[src/hdl/gasc_pkg.sv]
// Shared types, constants and codes for the glyph atlas slot cache.
`timescale 1ns / 1ps
package gasc_pkg;

	localparam int CP_W       = 21;
	localparam int SLOT_W     = 9;
	localparam int USED_W     = 10;
	localparam int COORD_W    = 11;
	localparam int STAT_W     = 2;
	localparam int KEY_DEPTH  = 512;
	localparam int NUM_CELLS  = 16;
	localparam int BANK_DEPTH = KEY_DEPTH / NUM_CELLS;
	localparam int BANK_AW    = $clog2(BANK_DEPTH);
	localparam int CELL_IW    = $clog2(NUM_CELLS);

	localparam int DEF_ATLAS_PIXELS = 1024;
	localparam int DEF_CELL_WIDTH   = 32;
	localparam int DEF_CELL_HEIGHT  = 64;

	// '?'
	localparam logic [CP_W-1:0] FALLBACK_RESET = CP_W'(63);

	// scan position at which the last cell of the chain holds the final answer
	localparam int SCAN_LAST = BANK_DEPTH + NUM_CELLS + 3;

	typedef enum logic [1:0] {
		ST_IDLE,
		ST_SCAN,
		ST_EMIT
	} state_t;

	typedef enum logic [STAT_W-1:0] {
		STAT_HIT      = 2'd0,
		STAT_NEW      = 2'd1,
		STAT_FALLBACK = 2'd2,
		STAT_ABSENT   = 2'd3
	} status_t;

	typedef struct packed {
		logic [CP_W-1:0]   key;
		logic [SLOT_W-1:0] col;
		logic [SLOT_W-1:0] row;
	} entry_t;

	typedef struct packed {
		logic               start;
		logic               en;
		logic [BANK_AW-1:0] addr;
		logic [CP_W-1:0]    key;
		logic [USED_W-1:0]  used;
	} scan_t;

	typedef struct packed {
		logic              en;
		logic [SLOT_W-1:0] slot;
		entry_t            data;
	} wr_t;

	typedef struct packed {
		logic              found;
		logic [SLOT_W-1:0] slot;
		logic [SLOT_W-1:0] col;
		logic [SLOT_W-1:0] row;
	} link_t;

endpackage

[src/hdl/gasc_cell.sv]
// One cell of the search chain: a bank of stored keys, a scan comparator and a chain link.
`timescale 1ns / 1ps
module gasc_cell
	import gasc_pkg::*;
#(
	parameter int CELL_IDX = 0
) (
	input  logic  clk,
	input  logic  arst_n,
	input  scan_t scan,
	input  wr_t   wr,
	input  link_t link_in,
	output link_t link_out
);

	localparam logic [CELL_IW-1:0] ME = CELL_IW'(CELL_IDX);

	entry_t             mem [BANK_DEPTH];
	entry_t             rd_s1;
	logic [BANK_AW-1:0] addr_s1;
	logic               chk_s1;
	logic               hit_q;
	logic [SLOT_W-1:0]  own_slot_q;
	logic [SLOT_W-1:0]  own_col_q;
	logic [SLOT_W-1:0]  own_row_q;
	logic [SLOT_W-1:0]  slot_s1;
	logic               match;

	always_ff @(posedge clk) begin
		if (wr.en && (wr.slot[SLOT_W-1:BANK_AW] == ME)) begin
			mem[wr.slot[BANK_AW-1:0]] <= wr.data;
		end
		rd_s1   <= mem[scan.addr];
		addr_s1 <= scan.addr;
	end

	assign slot_s1 = {ME, addr_s1};
	// only allocated entries take part; the rest of the bank may hold anything
	assign match = chk_s1 && ({1'b0, slot_s1} < scan.used) && (rd_s1.key == scan.key);

	always_ff @(posedge clk) begin
		if (match) begin
			own_slot_q <= slot_s1;
			own_col_q  <= rd_s1.col;
			own_row_q  <= rd_s1.row;
		end
	end

	always_ff @(posedge clk or negedge arst_n) begin
		if (!arst_n) begin
			chk_s1   <= 1'b0;
			hit_q    <= 1'b0;
			link_out <= '0;
		end else begin
			chk_s1 <= scan.en;
			if (scan.start) begin
				hit_q <= 1'b0;
			end else if (match) begin
				hit_q <= 1'b1;
			end
			// pass own hit downstream, else forward what arrives from upstream
			if (hit_q) begin
				link_out <= '{found: 1'b1, slot: own_slot_q, col: own_col_q, row: own_row_q};
			end else begin
				link_out <= link_in;
			end
		end
	end

endmodule

[config.mk]
export PLATFORM = sky130hd
export DESIGN_NAME = gasc_cell
export DESIGN_NICKNAME = d
export VERILOG_FILES = /design/src/hdl/gasc_pkg.sv /design/src/hdl/gasc_cell.sv
export SDC_FILE = /design/constraint.sdc
export NUM_CORES = 1
export LEC_CHECK = 0
export BUFFER_PORTS_ARGS = -buffer_cell sky130_fd_sc_hd__buf_2
export CORE_ASPECT_RATIO = 0.5
export CORE_MARGIN = 5
export CORE_UTILIZATION = 35
export DETAILED_ROUTE_END_ITERATION = 8
export PLACE_DENSITY_LB_ADDON = 0.12
export SETUP_SLACK_MARGIN = 0.2
export SYNTH_ARGS = -nofsm -noshare
export SYNTH_HDL_FRONTEND = slang
export SYNTH_SLANG_ARGS = --single-unit
export TNS_END_PERCENT = 100
[constraint.sdc]
create_clock -name clk -period 7.69 [get_ports clk]
set_input_delay 1.538 -clock clk [delete_from_list [all_inputs] [get_ports clk]]
set_output_delay 1.538 -clock clk [all_outputs]
set_load 0.02 [all_outputs]
==> results of run 1 <==
-- routing by layer --
layer	track usage	vias to the layer above	part of all wire
met4	0.04139	2	0.022
met3	0.02981	154	0.046
li1	-	9520	-
met5	0	-	0.000096
met1	0.2501	12470	0.45
met2	0.2798	544	0.48
-- synthesized netlist by cell type, types with 22 or more instances --
library cell | number | area, sq um
buf_2 | 38 | 190.2
o22ai_1 | 33 | 206.5
mux2_2 | 101 | 1137
nor2_1 | 36 | 135.1
dfxtp_1 | 44 | 880.8
dfrtp_1 | 30 | 750.7
a221oi_1 | 33 | 289.0
mux4_2 | 312 | 7027
buf_4 | 29 | 217.7
mux2i_1 | 78 | 780.8
edfxtp_1 | 1271 | 38170
clkbuf_1 | 22 | 82.58
-- flip-flops by register name, indices dropped and copies added (netlist names) --
register / flops
addr_s1: 5
rd_s1: 39
own_row_q: 9
chk_s1: 1
hit_q: 1
mem: 1248
own_slot_q: 5
link_out: 28
own_col_q: 9
-- power by group through the flow --
stage | sequential [mW] | combinational (mW) | clock [mW]
2_1_floorplan | 8.23 | 0.388 | 0
3_3_place_gp | 8.23 | 0.765 | 0
3_5_place_dp | 8.23 | 0.767 | 0
4_1_cts | 8.07 | 0.770 | 6.38
5_1_grt | 8.07 | 0.790 | 6.70
6_report | 8.07 | 0.744 | 6.22
-- worst min-delay path by stage --
stage                        end  cells past startpoint
floorplan           own_col_q[0]                      0
global placement    own_row_q[7]                      0
detailed placement  own_col_q[1]                      0
CTS                 own_col_q[1]                      0
global route        own_row_q[5]                      0
finish              own_col_q[8]                      0
-- stage by stage --
| step | hold slack [ns] | power [mW] | setup WS [ns] | instances | instance area, sq um |
|---|---|---|---|---|---|
| 2_1_floorplan | 0.3855 | 8.616 | 3.116 | 2130 | 50730 |
| 3_3_place_gp | 0.3916 | 8.996 | 2.599 | 4119 | 53920 |
| 3_5_place_dp | 0.3904 | 8.999 | 2.572 | 4119 | 53920 |
| 4_1_cts | 0.4056 | 15.22 | 3.382 | 4348 | 57930 |
| 5_1_grt | 0.4135 | 15.56 | 3.450 | 4348 | 57930 |
| 6_report | 0.4063 | 15.03 | 3.287 | 4349 | 57930 |
-- final cells by class --
| type | count | area [sq um] | area share |
|---|---|---|---|
| multi-input cells | 670 | 10500 | 0.1812 |
| repair buffers | 199 | 1226 | 0.02117 |
| well taps | 1900 | 2377 | 0.04104 |
| clock inverters | 74 | 805.8 | 0.01391 |
| clock buffers | 155 | 3204 | 0.05532 |
| inverters | 5 | 18.77 | 0.0003240 |
| flip-flops and latches | 1345 | 39800 | 0.6870 |
| diodes | 1 | 2.502 | 0.00004320 |
-- logic make-up after synthesis --
kind of cell    after synthesis
fa+ha+maj                     4
simple gates                 70
xor+xnor                     21
flops                      1345
compound gates               84
mux                         491
buf+inv                     115
==> summary.md, run 1 <==
| Metric | Value |
|---|---|
| Routed wire length | `between 100 and 150 mm` |
| FF-to-FF Start | `rd_s1[37]` |
| Clock Latency Late Sink | `around 0.74 ns` |
| Slowest Stage Delay on Critical Path | `about 0.98 ns` |
| Synth Warn # | `0` |
| Wirelength per Cell | `approximately 31 um` |
| Net Sw Frac | `0.2147` |
| DIE AREA | `~0.15 sq mm` |
| Via count of the first global-routing pass | `23240` |
| Clock transition at path regs | `approximately 0.06 ns` |
| Synth Area in Adders | `0.0009866` |
| Worst Skew | `~0.033 ns` |
| I/O Buffers | `roughly 140` |
| Finished Core Util | `0.4038` |
| Sequential share of power | `0.537` |
| Final setup TNS | `0 ns` |
| Pleak | `18.25 nW` |
| Max VDD drop | `between 150 and 200 uV` |
| CTS tree | `yes` |
| Max_cap viols | `0` |
| Worst reg2reg setup slack | `a little under 5 ns` |
| Initial antenna violation count | `5` |
| Post-Syn Instances | `between 2000 and 2500` |
| Slew HR | `0.2022` |
| Clock sinks | `about 1300` |
| Io pins | `145` |
| CP Class | `in2reg` |
| PwrDens | `~260 mW/mm^2` |
| First-pass GRT wire length | `~190 mm` |
| Crit path max fanout | `23` |
| DR vias/cell | `approximately 5.2` |
| CTS Hold Bufs | `0` |
| FFs w/ async S/R, synth | `0.02230` |
| Final Hold Fails | `0` |
| Period minus WS final | `about 4.4 ns` |
| Most used DFF post-synth | `edfxtp_1` |
| Final period util | `0.5726` |
| Clock root cell | `clkbuf_16` |
| Peak Freq | `0.2271 GHz` |
| Register area share after synthesis | `0.7845` |
| Largest family of logic cells by synthesized area | `multiplexers` |
| Psw | `around 3.2 mW` |
| Slowest stage cell, crit path | `nor4_1` |
| Post-synthesis mux area share | `0.1763` |
| Post-CTS setup buffer count | `0` |
| Data required, critical path | `slightly above 8 ns` |
| Pre-antenna DRT Iters | `5` |
| Starting Density | `0.3536` |
| Vias post-DR | `between 20000 and 25000` |
| Largest net degree at the start of global routing | `85` |
| Clock buffer depth | `3` |
| CTS buffer count | `120` |
| Netlist cell types | `35` |
| Measured slew at the worst slew-check pin | `between 1 and 1.5 ns` |
| Logic pwr share | `0.050` |
| Crit path depth | `7` |
| R2r endpoint | `own_col_q[0]` |
| H-tree Lvls | `3` |
| Die Wd | `between 500 and 600 um` |
| Layout cells sized above 1 | `0.3452` |
| Worst path top cell family by delay | `simple AND/OR/NAND/NOR gates` |
| Compound-cell area share of the yosys netlist | `0.01381` |
| Critical path cell sequence | `buf_2 -> nor4_1 -> nand3_1 -> inv_1 -> nand3b_1 -> nor2_4 -> buf_4` |
| Xor/xnor cell area share of the yosys netlist | `0.003626` |
| Number of synthesized flops with an enable pin | `around 1300` |
| Hold path start | `rd_s1[17]` |
| Core region area | `between 0.1 and 0.15 sq mm` |
| CTS resizes | `0` |
| # rows | `98` |
| Critical Path Source Type | `input pin` |
| Worst path bufs/invs | `3` |
| RSZ-0062 raised after global routing | `no` |
| Final setup vio count | `0` |
| Commonest non-fill, non-tap cell in the layout | `edfxtp_1` |
| Area growth from synthesis to layout | `14.19%` |
| Net Count, Synth | `roughly 2300` |
| Die Ht | `between 200 and 300 um` |
| Final ANT Viol Nets | `0` |
| DP HPWL | `slightly above 80 mm` |
| Initial drt markers | `approximately 2200` |
| Post-Synth Simple-Gate Area | `0.006561` |
| Fill cells | `about 13000` |
| Int Pwr | `around 12 mW` |
| Max-slew violations | `0` |
| Hold Crit Class | `reg2reg` |
| Worst setup path start | `wr[45]` |
| CP arrival | `roughly 4.8 ns` |
| Most frequent cells in the layout | `edfxtp_1, mux4_2, buf_2` |
| #FFs+latches synth | `1345` |
| Mean Syn Cell Area | `roughly 24 sq um` |
| Final #Nets | `2462` |
| Clock Power Share | `0.414` |
| GRT Overall Usage | `0.1744` |
| Critical path endpoint category | `flip-flop` |
| Overflow left after global routing | `0` |
| Cell Area, Synth | `roughly 0.051 sq mm` |
| GP Congestion | `roughly 0.74` |
| Outcome | `finished clean` |
| R2R cell count | `5` |
| Crit path to | `mem[13][26]` |
| Post-route DRC | `0` |
No activity file was read; power rests on OpenSTA's default activity.
==> run 2: changes to the inputs <==
- clock period: 7.69 -> 4.19 ns (I/O delays scaled with it)
==> run 2 against run 1 <==
  * Non-clock buffer count up 72
  * Wire length is 0.92% higher
  * Critical path depth is 2 lower
  * Final area rose by 1.3%
  * Combinational power grew 91%
  * Core utilization grew 0.52 points
  * Count of clock-buffer cells in the layout grew 11
  * Via count up 1.8%
  * Flip-flop and latch count did not move
  * Sequential power up 83%
  * Power up 81%
  * Critical endpoint is now own_slot_q[1]
==> summary.md, run 2 (synthesized netlist as in run 1, its figures left out) <==
| Metric | Value |
|---|---|
| Outcome | `finished clean` |
| RSZ-0062 raised after global routing | `no` |
| Clock sinks | `1345 (unchanged)` |
| Slew HR | `0.3075 (+0.1053)` |
| Final period util | `0.7239` |
| Slowest stage cell, crit path | `or4_1` |
| Starting Density | `0.3536 (unchanged)` |
| Largest net degree at the start of global routing | `52 (-39%)` |
| Worst path bufs/invs | `1 (-2)` |
| Most frequent cells in the layout | `edfxtp_1, mux4_2, buf_2` |
| Int Pwr | `21.29 mW (+80%)` |
| Net Sw Frac | `0.2188 (+0.004148)` |
| Wirelength per Cell | `30.80 um (-0.73%)` |
| Vias post-DR | `23110 (+1.8%)` |
| Max-slew violations | `0 (unchanged)` |
| Slowest Stage Delay on Critical Path | `0.86 ns (-0.12 ns)` |
| Critical Path Source Type | `flip-flop` |
| GP Congestion | `0.7596 (+2.3%)` |
| Io pins | `145 (unchanged)` |
| CTS tree | `yes` |
| CP Class | `reg2reg` |
| Hold Crit Class | `in2async` |
| Final worst slack | `1.157 ns (-2.130 ns)` |
| Logic pwr share | `0.052 (+0.002)` |
| Clock Power Share | `0.404 (-0.010)` |
| DIE AREA | `0.1531 sq mm (unchanged)` |
| Die Wd | `548.4 um (unchanged)` |
| Critical path endpoint category | `flip-flop` |
| Post-CTS setup buffer count | `0 (unchanged)` |
| Initial drt markers | `2113 (-4.9%)` |
| Post-Place Worst Slack | `0.7157 ns (-1.857 ns)` |
| FF-to-FF Start | `rd_s1[26]` |
| H-tree Lvls | `3 (unchanged)` |
| Worst setup path start | `rd_s1[26]` |
| Die Ht | `279.2 um (unchanged)` |
| Routed wire length | `136.2 mm (+0.92%)` |
| Pre-antenna DRT Iters | `5 (unchanged)` |
| GRT Overall Usage | `0.1770 (+0.002637)` |
| Psw | `5.962 mW (+85%)` |
| Core region area | `0.1435 sq mm (unchanged)` |
| DR vias/cell | `5.227 (+0.17%)` |
| Post-route DRC | `0 (unchanged)` |
| Worst reg2reg setup slack | `1.16 ns (-3.70 ns)` |
| Worst path top cell family by delay | `simple AND/OR/NAND/NOR gates` |
| Clock root cell | `clkbuf_16` |
| Layout cells sized above 1 | `0.3631 (+0.01792)` |
| Pleak | `18.64 nW (+2.2%)` |
| Crit path max fanout | `24 (+4.3%)` |
| # rows | `98 (unchanged)` |
| Overflow left after global routing | `0 (unchanged)` |
| Sequential share of power | `0.544 (+0.007)` |
| Peak Freq | `about 0.33 GHz` |
| Max VDD drop | `344.1 uV (+78%)` |
| Worst Skew | `0.04698 ns (+0.01384 ns)` |
| Final ANT Viol Nets | `0 (unchanged)` |
| Clock buffer depth | `3 (unchanged)` |
| Final setup vio count | `0 (unchanged)` |
| PwrDens | `464.4 mW/mm^2 (+79%)` |
| Final #Nets | `2535 (+3.0%)` |
| Final Hold Fails | `0 (unchanged)` |
| First-pass GRT wire length | `191.4 mm (+1.9%)` |
| DP HPWL | `84.42 mm (+5.0%)` |
| Clock transition at path regs | `0.07 ns (about the same)` |
| Critical path cell sequence | `xnor2_1 -> nand4_1 -> or4_1 -> a211oi_4 -> buf_12` |
| Measured slew at the worst slew-check pin | `1.039 ns (-0.1470 ns)` |
| CTS resizes | `0 (unchanged)` |
| Final setup TNS | `0 ns (unchanged)` |
| CTS Hold Bufs | `0 (unchanged)` |
| CTS buffer count | `121 (+0.83%)` |
| Fill cells | `12610 (-0.016%)` |
| I/O Buffers | `144 (unchanged)` |
| Period minus WS final | `3.033 ns` |
| Max reg flops | `1248 (unchanged)` |
| Data required, critical path | `4.59 ns (-3.46 ns)` |
| Max_cap viols | `0 (unchanged)` |
| Commonest non-fill, non-tap cell in the layout | `edfxtp_1` |
| Area growth from synthesis to layout | `15.67%` |
| CP arrival | `3.43 ns (-1.33 ns)` |
| Clock Latency Late Sink | `0.74 ns (about the same)` |
| Initial antenna violation count | `9 (+4)` |
| Via count of the first global-routing pass | `24180 (+4.0%)` |
run 2: cell count changes in the layout (fill, tap and decap cells not counted), moves of 2 or more:
cell and delta:
buf_4 +46, buf_12 +26, bufinv_16 -11, clkbuf_8 +9
clkinv_2 -5, clkinv_16 +3, clkbuf_16 +2, clkinv_1 +2
inv_16 -2
run 2: power by group through the flow:
stage | clock, mW | sequential (mW) | combinational (mW)
2_1_floorplan | 0 | 15.1 | 0.713
3_3_place_gp | 0 | 15.1 | 1.45
3_5_place_dp | 0 | 15.1 | 1.46
4_1_cts | 11.3 | 14.8 | 1.46
5_1_grt | 11.9 | 14.8 | 1.51
6_report | 11.0 | 14.8 | 1.42
run 2: stage by stage:
step | hold slack (ns) | instances | instance area, sq um | power (mW) | utilization
3_5_place_dp | 0.3951 | 4191 | 54780 | 16.57 | 0.3819
6_report | 0.1872 | 4421 | 58680 | 27.25 | 0.4090
3_3_place_gp | 0.3931 | 4191 | 54780 | 16.56 | 0.3819
2_1_floorplan | 0.3855 | 2130 | 50730 | 15.81 | -
4_1_cts | 0.1915 | 4420 | 58680 | 27.60 | 0.4090
5_1_grt | 0.2088 | 4421 | 58680 | 28.22 | 0.4090
run 2: layout make-up:
cell class,count,area [sq um],area share
Sequential cell,1345,39800,0.6782
Antenna cell,1,2.502,0.00004264
Clock inverter,63,519.2,0.008849
Timing Repair Buffer,271,2092,0.03565
Inverter,5,18.77,0.0003198
Multi-Input combinational cell,670,10500,0.1788
Tap cell,1900,2377,0.04051
Clock buffer,166,3378,0.05757
run 2: final timing paths:
kind	endpoint	cells after the start
worst max register to register	own_slot_q[1]	5
max in group asynchronous	link_out[7]	1
worst min-delay path	link_out[10]	1
worst max-delay path	own_slot_q[1]	5
min in group clk	chk_s1	1
worst min register to register	own_col_q[1]	0
run 2: worst register-to-register path, delay by kind of cell, from the launching register on:
family / cells / cell delay [ns]
AO/OA/AOI/OAI: 1 / 0.32
XOR/XNOR: 1 / 0.21
buffers and inverters: 1 / 0.23
flip-flops: 1 / 0.59
AND/OR/NAND/NOR: 2 / 1.31
run 2: metal layers:
layer / up-vias / part of all wire / track usage
met5: - / 0.00020 / 0
met4: 4 / 0.020 / 0.03777
met3: 153 / 0.050 / 0.03826
met2: 538 / 0.47 / 0.2824
met1: 12750 / 0.46 / 0.2516
li1: 9659 / - / -
